**config.mk**
```make
export PLATFORM = sky130hd
export DESIGN_NAME = palette_pixel_to_gray_core
export DESIGN_NICKNAME = d
export VERILOG_FILES = /design/src/hdl/pal2g_pkg.sv /design/src/hdl/pal2g_luma.sv /design/src/hdl/palette_pixel_to_gray_core.sv
export SDC_FILE = /design/constraint.sdc
export NUM_CORES = 2
export LEC_CHECK = 0
export ABC_AREA = 0
export BUFFER_PORTS_ARGS = -buffer_cell sky130_fd_sc_hd__buf_2
export CAP_MARGIN = 25
export CORE_ASPECT_RATIO = 0.6
export CORE_MARGIN = 2
export CORE_UTILIZATION = 55
export DETAILED_ROUTE_END_ITERATION = 10
export PLACE_DENSITY = 0.82
export SLEW_MARGIN = 15
export SYNTH_ARGS = -nofsm -noshare
export SYNTH_HDL_FRONTEND = slang
export SYNTH_SLANG_ARGS = --single-unit
export TNS_END_PERCENT = 50
```
**constraint.sdc**
```tcl
create_clock -name clock -period 13.3 [get_ports clock]
set_input_delay 1.33 -clock clock [delete_from_list [all_inputs] [get_ports clock]]
set_output_delay 1.33 -clock clock [all_outputs]
set_load 0.05 [all_outputs]
```
**src/hdl/pal2g_pkg.sv**
```systemverilog
`timescale 1ns / 1ps
// -----------------------------------------------------------------------------
// pal2g_pkg
// Shared types and constants for the palette pixel to gray converter.
// -----------------------------------------------------------------------------
package pal2g_pkg;

   localparam int unsigned PAL_ENTRIES = 256;
   localparam int unsigned IDX_W       = 8;
   localparam int unsigned COMP_W      = 8;
   localparam int unsigned SIZE_W      = 9;
   localparam int unsigned PROD_W      = 24;
   localparam int unsigned CSR_IDX_W   = 2;
   localparam int unsigned CSR_DATA_W  = 9;

   localparam logic [15:0] COEF_RED   = 16'd19595;
   localparam logic [15:0] COEF_GREEN = 16'd38470;
   localparam logic [15:0] COEF_BLUE  = 16'd7471;

   localparam logic [1:0] OP_START = 2'd0;
   localparam logic [1:0] OP_LOAD  = 2'd1;
   localparam logic [1:0] OP_PIXEL = 2'd2;
   localparam logic [1:0] OP_SPARE = 2'd3;

   localparam logic [CSR_IDX_W-1:0] REG_SOURCE_FORMAT = 2'd0;
   localparam logic [CSR_IDX_W-1:0] REG_PIXEL_MODE    = 2'd1;
   localparam logic [CSR_IDX_W-1:0] REG_PALETTE_SIZE  = 2'd2;

   localparam logic       FMT_BMP = 1'b0;

   localparam logic [1:0] MODE_PALETTE = 2'd0;
   localparam logic [1:0] MODE_RGB     = 2'd1;

   localparam logic [2:0] SEL_OOR   = 3'd0;
   localparam logic [2:0] SEL_IDX16 = 3'd1;
   localparam logic [2:0] SEL_TABLE = 3'd2;
   localparam logic [2:0] SEL_LUMA  = 3'd3;
   localparam logic [2:0] SEL_RED   = 3'd4;

   typedef struct packed {
      logic [1:0]        operation;
      logic [IDX_W-1:0]  index;
      logic [COMP_W-1:0] red;
      logic [COMP_W-1:0] green;
      logic [COMP_W-1:0] blue;
   } req_word_type;

   typedef struct packed {
      logic [COMP_W-1:0] gray;
      logic              index_out_of_range;
   } rsp_word_type;

endpackage

```
**src/hdl/pal2g_luma.sv**
```systemverilog
`timescale 1ns / 1ps
`default_nettype none
// -----------------------------------------------------------------------------
// pal2g_luma
// Two-stage luma unit: registered constant products, then registered sum >> 16.
// -----------------------------------------------------------------------------
module pal2g_luma (
   input  wire logic                       clock,
   input  wire logic                       advance,
   input  wire logic [pal2g_pkg::COMP_W-1:0] red,
   input  wire logic [pal2g_pkg::COMP_W-1:0] green,
   input  wire logic [pal2g_pkg::COMP_W-1:0] blue,
   output logic      [pal2g_pkg::COMP_W-1:0] luma
);
   import pal2g_pkg::*;

   logic [PROD_W-1:0] prod_r_ff, prod_g_ff, prod_b_ff;
   logic [PROD_W-1:0] prod_r_in, prod_g_in, prod_b_in;
   logic [PROD_W-1:0] sum_in;
   logic [COMP_W-1:0] luma_ff;

   assign prod_r_in = PROD_W'(red) * PROD_W'(COEF_RED);
   assign prod_g_in = PROD_W'(green) * PROD_W'(COEF_GREEN);
   assign prod_b_in = PROD_W'(blue) * PROD_W'(COEF_BLUE);
   assign sum_in    = prod_r_ff + prod_g_ff + prod_b_ff;

   always_ff @(posedge clock) begin
      if (advance) begin
         prod_r_ff <= prod_r_in;
         prod_g_ff <= prod_g_in;
         prod_b_ff <= prod_b_in;
         luma_ff   <= sum_in[PROD_W-1:16];
      end
   end

   assign luma = luma_ff;

endmodule
`default_nettype wire

```
**src/hdl/palette_pixel_to_gray_core.sv**
```systemverilog
`timescale 1ns / 1ps
`default_nettype none
// -----------------------------------------------------------------------------
// palette_pixel_to_gray_core
// Palette loading and pixel to 8-bit gray conversion, four register stages.
//
//   channel | ports                      | moves
//   --------+----------------------------+----------------------------------
//   req     | req_valid/ready, req_word  | operation, index, red/green/blue
//   rsp     | rsp_valid/ready, rsp_word  | gray, index_out_of_range
//   csr     | csr_we, csr_index/wdata    | source_format, pixel_mode, size
//
// One word per cycle while no result is held; a pixel's result word passes
// through the product, sum, table read and output registers.
// Start and load words give no result. All stages advance together; a held
// result stalls every stage and req_ready. Synchronous reset clears valid bits,
// csr registers, sets the gray-palette flag; the table is undefined until loaded.
// -----------------------------------------------------------------------------
module palette_pixel_to_gray_core (
   input  wire logic                          clock,
   input  wire logic                          reset,
   input  wire logic                          req_valid,
   output logic                               req_ready,
   input  wire pal2g_pkg::req_word_type       req_word,
   output logic                               rsp_valid,
   input  wire logic                          rsp_ready,
   output pal2g_pkg::rsp_word_type            rsp_word,
   input  wire logic                          csr_we,
   input  wire logic [pal2g_pkg::CSR_IDX_W-1:0]  csr_index,
   input  wire logic [pal2g_pkg::CSR_DATA_W-1:0] csr_wdata
);
   import pal2g_pkg::*;

   logic              fmt_ff;
   logic [1:0]        mode_ff;
   logic [SIZE_W-1:0] size_ff;
   logic              mono_pal_ff, mono_pal_in;

   logic              adv, accept;
   logic [SIZE_W-1:0] size_clamp;
   logic [2:0]        sel_in;

   logic              s1_valid_ff;
   logic [1:0]        s1_op_ff;
   logic [IDX_W-1:0]  s1_idx_ff;
   logic [COMP_W-1:0] s1_red_ff;
   logic [2:0]        s1_sel_ff;

   logic              s2_valid_ff;
   logic [1:0]        s2_op_ff;
   logic [IDX_W-1:0]  s2_idx_ff;
   logic [COMP_W-1:0] s2_red_ff;
   logic [2:0]        s2_sel_ff;
   logic [COMP_W-1:0] s2_luma;

   logic              s3_valid_ff;
   logic [IDX_W-1:0]  s3_idx_ff;
   logic [COMP_W-1:0] s3_red_ff;
   logic [COMP_W-1:0] s3_luma_ff;
   logic [2:0]        s3_sel_ff;
   logic [COMP_W-1:0] rd_ff;

   logic [COMP_W-1:0] luma_mem [PAL_ENTRIES];

   logic              out_valid_ff;
   rsp_word_type      out_word_ff, out_word_in;

   assign adv       = !out_valid_ff || rsp_ready;
   assign req_ready = adv;
   assign accept    = req_valid && adv;

   always_ff @(posedge clock) begin
      if (reset) begin
         fmt_ff  <= 1'b0;
         mode_ff <= 2'd0;
         size_ff <= '0;
      end else if (csr_we) begin
         unique case (csr_index)
            REG_SOURCE_FORMAT: fmt_ff  <= csr_wdata[0];
            REG_PIXEL_MODE:    mode_ff <= csr_wdata[1:0];
            REG_PALETTE_SIZE:  size_ff <= csr_wdata;
            default:           ;
         endcase
      end
   end

   assign size_clamp = (size_ff > SIZE_W'(PAL_ENTRIES)) ? SIZE_W'(PAL_ENTRIES) : size_ff;

   always_comb begin
      mono_pal_in = mono_pal_ff;
      if (accept) begin
         if (req_word.operation == OP_START) begin
            mono_pal_in = 1'b1;
         end else if (req_word.operation == OP_LOAD &&
                      {1'b0, req_word.index} < size_ff &&
                      (req_word.red != req_word.green || req_word.red != req_word.blue)) begin
            mono_pal_in = 1'b0;
         end
      end
   end

   always_comb begin
      if (mode_ff == MODE_PALETTE) begin
         if ({1'b0, req_word.index} >= size_clamp) begin
            sel_in = SEL_OOR;
         end else if ((size_ff == SIZE_W'(16) && !mono_pal_ff) ||
                      (fmt_ff == FMT_BMP && size_ff == SIZE_W'(2))) begin
            sel_in = SEL_IDX16;
         end else begin
            sel_in = SEL_TABLE;
         end
      end else if (mode_ff == MODE_RGB) begin
         sel_in = SEL_LUMA;
      end else begin
         sel_in = SEL_RED;
      end
   end

   always_ff @(posedge clock) begin
      if (reset) begin
         mono_pal_ff  <= 1'b1;
         s1_valid_ff  <= 1'b0;
         s2_valid_ff  <= 1'b0;
         s3_valid_ff  <= 1'b0;
         out_valid_ff <= 1'b0;
      end else begin
         mono_pal_ff <= mono_pal_in;
         if (adv) begin
            s1_valid_ff  <= accept && req_word.operation != OP_SPARE;
            s2_valid_ff  <= s1_valid_ff;
            s3_valid_ff  <= s2_valid_ff && s2_op_ff == OP_PIXEL;
            out_valid_ff <= s3_valid_ff;
         end
      end
   end

   always_ff @(posedge clock) begin
      if (adv) begin
         s1_op_ff   <= req_word.operation;
         s1_idx_ff  <= req_word.index;
         s1_red_ff  <= req_word.red;
         s1_sel_ff  <= sel_in;
         s2_op_ff   <= s1_op_ff;
         s2_idx_ff  <= s1_idx_ff;
         s2_red_ff  <= s1_red_ff;
         s2_sel_ff  <= s1_sel_ff;
         s3_idx_ff  <= s2_idx_ff;
         s3_red_ff  <= s2_red_ff;
         s3_sel_ff  <= s2_sel_ff;
         s3_luma_ff <= s2_luma;
         out_word_ff <= out_word_in;
      end
   end

   always_ff @(posedge clock) begin
      if (adv) begin
         if (s2_valid_ff && s2_op_ff == OP_LOAD) begin
            luma_mem[s2_idx_ff] <= s2_luma;
         end
         rd_ff <= luma_mem[s2_idx_ff];
      end
   end

   pal2g_luma u_luma (
      .clock   (clock),
      .advance (adv),
      .red     (req_word.red),
      .green   (req_word.green),
      .blue    (req_word.blue),
      .luma    (s2_luma)
   );

   always_comb begin
      out_word_in.index_out_of_range = 1'b0;
      case (s3_sel_ff)
         SEL_OOR: begin
            out_word_in.gray               = '0;
            out_word_in.index_out_of_range = 1'b1;
         end
         SEL_IDX16: out_word_in.gray = {s3_idx_ff[3:0], 4'd0};
         SEL_TABLE: out_word_in.gray = rd_ff;
         SEL_LUMA:  out_word_in.gray = s3_luma_ff;
         default:   out_word_in.gray = s3_red_ff;
      endcase
   end

   assign rsp_valid = out_valid_ff;
   assign rsp_word  = out_word_ff;

endmodule
`default_nettype wire

```
## After elaboration in Yosys (flattened, before gate mapping)

Memory sizes are Yosys's and may differ from the RTL's. A register that Yosys moved wholly into a read port is not among the register bits.
Index checks and enable logic that the tools add are counted.

- Logic and storage cells: 84
- Memories kept: 1
- Output and inout port bits: 11
- Memory bits (writable): 2048
- Register bits after elaboration: 166
- Input port bits: 50

- Order comparisons: 3
- Eq/ne operators: 14
- Bitwise gates (word level): 1
- $add $sub $neg: 2
- Reduce and logical (&&, ||, !) cells: 22
- Multipliers: 3
- Muxes and demuxes: 12

Memory list:

| memory | depth | bits a word | rd ports | clocked after Yosys merged registers in | write ports | line | source |
|---|---|---|---|---|---|---|---|
| luma_mem | 256 | 8 | 1 | 1 | 1 | palette_pixel_to_gray_core.sv:63 | `logic [COMP_W-1:0] luma_mem [PAL_ENTRIES];` |

Operators by type and width:

| cell | count |
|---|---|
| multiplier 8 x 15 -> 23 bit, second input constant | 2 |
| case mux 8 bit (4 select lines) | 1 |
| adder 23 x 24 -> 24 bit | 1 |
| adder 24 x 21 -> 24 bit | 1 |
| multiplier 8 x 13 -> 21 bit, second input constant | 1 |
| != test 8 bit | 2 |
| == test 9 x 2 -> 1 bit, second input constant | 1 |
| == test 9 x 5 -> 1 bit, second input constant | 1 |
| greater-or-equal comparator 8 x 9 -> 1 bit | 1 |
| greater-than comparator 9 bit, second input constant | 1 |
| less-than comparator 8 x 9 -> 1 bit | 1 |
| two-way mux 9 bit | 1 |
| == test 2 x 1 -> 1 bit, second input constant | 4 |
| logical AND 1 bit | 8 |
| AND reduction 2 bit | 4 |
| == test 3 x 2 -> 1 bit, second input constant | 2 |
| zero test 2 bit | 3 |
| two-way mux 1 bit | 6 |
| two-way mux 3 bit | 2 |
| == test 2 bit, second input constant | 2 |
| two-way mux 2 bit | 2 |
| == test 3 x 1 -> 1 bit, second input constant | 1 |
| zero test 3 bit | 1 |
| logical OR 1 bit | 3 |
| 4 further kinds | 5 |

## Longest topological paths before layout

- Depth in word-level cells: 6
- Mapped depth: 16
- Depth with buffers taken out: 16

## Hierarchy

Synthesis repeated with hierarchy kept, for this count alone.

- Cells, all modules: 4605
- Area, all modules: 91033.6 µm²

Modules (own cells, without submodules):

| module | instances | area an instance (µm²) | seq. area each (µm²) | cells an instance |
|---|---|---|---|---|
| palette_pixel_to_gray_core | 1 | 82022.4 | 64301.7 | 3783 |
| pal2g_luma | 1 | 9011.1 | 2252.2 | 822 |

## Worst setup path after synthesis

Ideal clock, no wire load.

- Kind: input-to-reg
- Start point: input port rsp_ready
- End point: memory luma_mem[202][0] (enable)
- Arrival time: 6.714 ns
- Stages: 8
- Data required time: 12.930 ns
- Path slack: 6.216 ns
- Library setup time: 0.370 ns
- Path through: nor2b_1 -> clkbuf_1 -> inv_1 -> and4b_1 -> nor3b_1 -> nand3_1 -> clkbuf_1 -> nor2_1

- Longest elaborated chain between the ends: 3

Ends and longest elaborated chain:

| item | line | source |
|---|---|---|
| from (decl) | palette_pixel_to_gray_core.sv:26 | `input wire logic rsp_ready,` |
| logical OR 1 bit | palette_pixel_to_gray_core.sv:68 | `assign adv = !out_valid_ff \|\| rsp_ready;` |
| net req_ready | palette_pixel_to_gray_core.sv:23 | `output logic req_ready,` |
| two-way mux 1 bit | palette_pixel_to_gray_core.sv:156 | `if (adv) begin` |
| two-way mux 1 bit (implied by the code) | palette_pixel_to_gray_core.sv:158 | `luma_mem[s2_idx_ff] <= s2_luma;` |
| to (decl) | palette_pixel_to_gray_core.sv:63 |  |

The timed path passes the listed nets, and every way through them passes these cells.

==> qor.yml <==
finalSetupTns_ps: 0
powerDensity_nw_per_um2: 178
layout_commonest_cell: "edfxtp_1"
design.core.area_um2: 164000
p_int_w: 0.0128
route.detailed.drc: 0
synthMuxAreaShare_pct: 12.9
netSwitchingFraction_pct: 27.8
synth_top_family_by_area: "multiplexers"
synth.avg_cell_area_um2: 19.8
use_met3_pct: 9.61
cts_sinks: 2221
synth-xor-area-share_pct: 0.461
p_switching_w: 0.00493
clkTransAtPathRegs_ps: 70
finalNetCount: 5031
cts_max_level: 4
start_kind: "flop"
layout-drive-gt1-share_pct: 19.0
required_ps: 13840
cts_buffers: 186
syn_nets: 4940
synth_top_flop_cell: "edfxtp_1"
dp.final_hpwl_um: 130000
relSlewSlack_pct: 21.3
vias: 47600
area_delta_synth_final_pct: 9.53
synth_edf_count: 2204
synth-seq-cells: 2221
power_frac_seq_pct: 50.9
die_w_um: 530
cts_tree: "built"
fmax_mhz: 180
setup_viol_count_final: 0
antenna_found_initial: 10
final_cell_mix: "2204 x edfxtp_1, 512 x mux4_2, 328 x nor2_1"
routed_wl_um: 227000
gp_routability_congestion: 0.916
via_per_inst: 6.76
synth_fa_ha_area_share_pct: 4.77
grt.busiest_layer: "met1"
fin_skew_ps: 84.6
grt_overflow_total: 0
row_count: 115
setup_slack_ps: 7760
io_buffers: 60
initial_core_util_pct: 55.5
drt_iter0_drc: 8063
cp_num_buf_inv: 3
synth_compound_area_share_pct: 4.45
power.static_leakage_nw: 32.2
cts_hold_buf: 0
die_h_um: 319
grt_use_total_pct: 26.6
cp.arrival_ps: 6080
nFillCells: 10700
pre_cts_ws_ps: 7390
grt_first_pass_wirelength_um: 327000
synthCells: 4592
synth_area_um2: 91100
yosysSeqAreaShare_pct: 73.0
whs_ps: 412
slowest_delay_ps: 880
hp-class: "reg -> reg"
vdd_drop_max_mv: 0.180
crit_family: "buffers and inverters"
use_met2_pct: 37.8
status: "finished, final reports clean"
ios: 61
path_cells: "buf_12 > buf_12 > buf_4 > mux4_2 > a22oi_1 > a21oi_1 > nor2_1 > o221ai_1 > a22oi_1 > o211ai_1"
clock_path_buffers: 4
synthArstFlopShare_pct: 0
p_total_w: 0.0178
dp.cells: 6708
hold_viol_final: 0
ant_nets: 0
use_met1_pct: 39.5
drtPass1Iterations: 6
crit_path_end_kind: "flop"
clkPwrFrac_pct: 30.5
period_share_pct: 41.7
path_max_fanout: 97
period_needed_ps: 5540
synth-warning-count: 0
drv_cap: 0
postCtsResizedCells: 0
slowest_stage: "buf_4"
criticalPathCategory: "reg -> reg"
grt_pass1_vias: 47200
post-cts-setup-buffers: 0
grt_max_degree: 258
finalMaxSlewViolations: 0
yosys.area_share.simple_pct: 2.52
rsz0062_at_grt: "no"
dieArea_um2: 169000
wl_per_cell_um: 32.2
tightest_slew_ps: 1170
synth_cell_types: 66
final_cells: 7042
pwr-share-comb_pct: 18.5
clk_latency_ps: 850
cts_root_buf: "clkbuf_16"
[flip-flops by register name, summed over array words and instances, names as in the netlist, 9 cells and up]
| signal | flops |
|---|---|
| u_luma.prod_r_ff | 22 |
| u_luma.prod_g_ff | 23 |
| rsp_word | 9 |
| luma_mem | 2048 |
| size_ff | 9 |
| u_luma.prod_b_ff | 21 |
[final cells by class]
type | count | area, um^2 | area share (%)
sequential | 2221 | 66500 | 66.6
antenna | 6 | 15.0 | 0.0150
multi-input combinational | 1972 | 22900 | 23.0
clock buffer | 230 | 4900 | 4.91
inverter | 165 | 624 | 0.625
timing repair buffer | 137 | 1160 | 1.16
clock inverter | 88 | 881 | 0.882
tap | 2223 | 2780 | 2.79
[worst paths after layout]
kind                                            startpoint                     end  slack [ps]  cells after the start
worst max-delay path                s2_idx_ff[0]$_DFFE_PN_      rd_ff[1]$_DFFE_PN_        7760                     10
worst min-delay path            s1_sel_ff[2]$_SDFFCE_PN0N_  s2_sel_ff[2]$_DFFE_PN_         410                      0
worst max register to register      s2_idx_ff[0]$_DFFE_PN_      rd_ff[1]$_DFFE_PN_        7760                     10
worst min register to register  s1_sel_ff[2]$_SDFFCE_PN0N_  s2_sel_ff[2]$_DFFE_PN_         410                      0
[routing by layer]
layer | up-vias | part of all wire [%]
li1 | 19000 | -
met1 | 24400 | 38
met2 | 3783 | 44
met3 | 475 | 16
met4 | 14 | 2.8
met5 | - | 0.10
[Yosys cell counts (16+ instances only)]
master    number  area share (%)
edfxtp_1    2204              73
mux4_2       512              13
nor2_1       329             1.4
ha_1         216             3.0
inv_1        165            0.68
clkbuf_1     136            0.56
a22oi_1      109            0.90
a21oi_1       95            0.52
a221oi_1      83            0.80
fa_1          82             1.8
a22o_1        80            0.77
nand2_1       65            0.27
o21ai_0       57            0.31
buf_2         47            0.26
nor3_1        33            0.18
xnor2_1       32            0.31
o22ai_1       29            0.20
nand3_1       26            0.14
buf_1         20           0.082
buf_6         18            0.22
mux2i_1       18            0.20
nand2b_1      18            0.12
dfxtp_1       17            0.37
a21o_1        16            0.13
o211ai_1      16            0.13
o221ai_1      16            0.15
xor2_1        16            0.15
[stage by stage]
stage / cell area, um^2 / util, %
6_report: 99800 / 60.8
5_1_grt: 99800 / 60.8
3_5_place_dp: 93800 / 57.1
4_1_cts: 99600 / 60.7
2_1_floorplan: 91100 / -
3_3_place_gp: 93700 / 57.1
[power groups by stage]
| stage | Sequential, W | Combinational, W | Clock, W |
|---|---|---|---|
| after global placement | 0.00919 | 0.00293 | 0 |
| final | 0.00904 | 0.00329 | 0.00542 |
| after global routing | 0.00904 | 0.00353 | 0.00566 |
| after detailed placement | 0.00920 | 0.00310 | 0 |
| after CTS | 0.00905 | 0.00317 | 0.00543 |
| after floorplan | 0.00979 | 0.00147 | 0 |
[cell families (layout without fill, tap and decap cells)]
family,count (synthesis),in the layout
compound gates,561,561
xor+xnor,48,48
buf+inv,399,620
simple gates,531,531
other cells,0,6
mux,534,534
fa+ha+maj,298,298
flops,2221,2221
(Power assumes the default switching activity.)
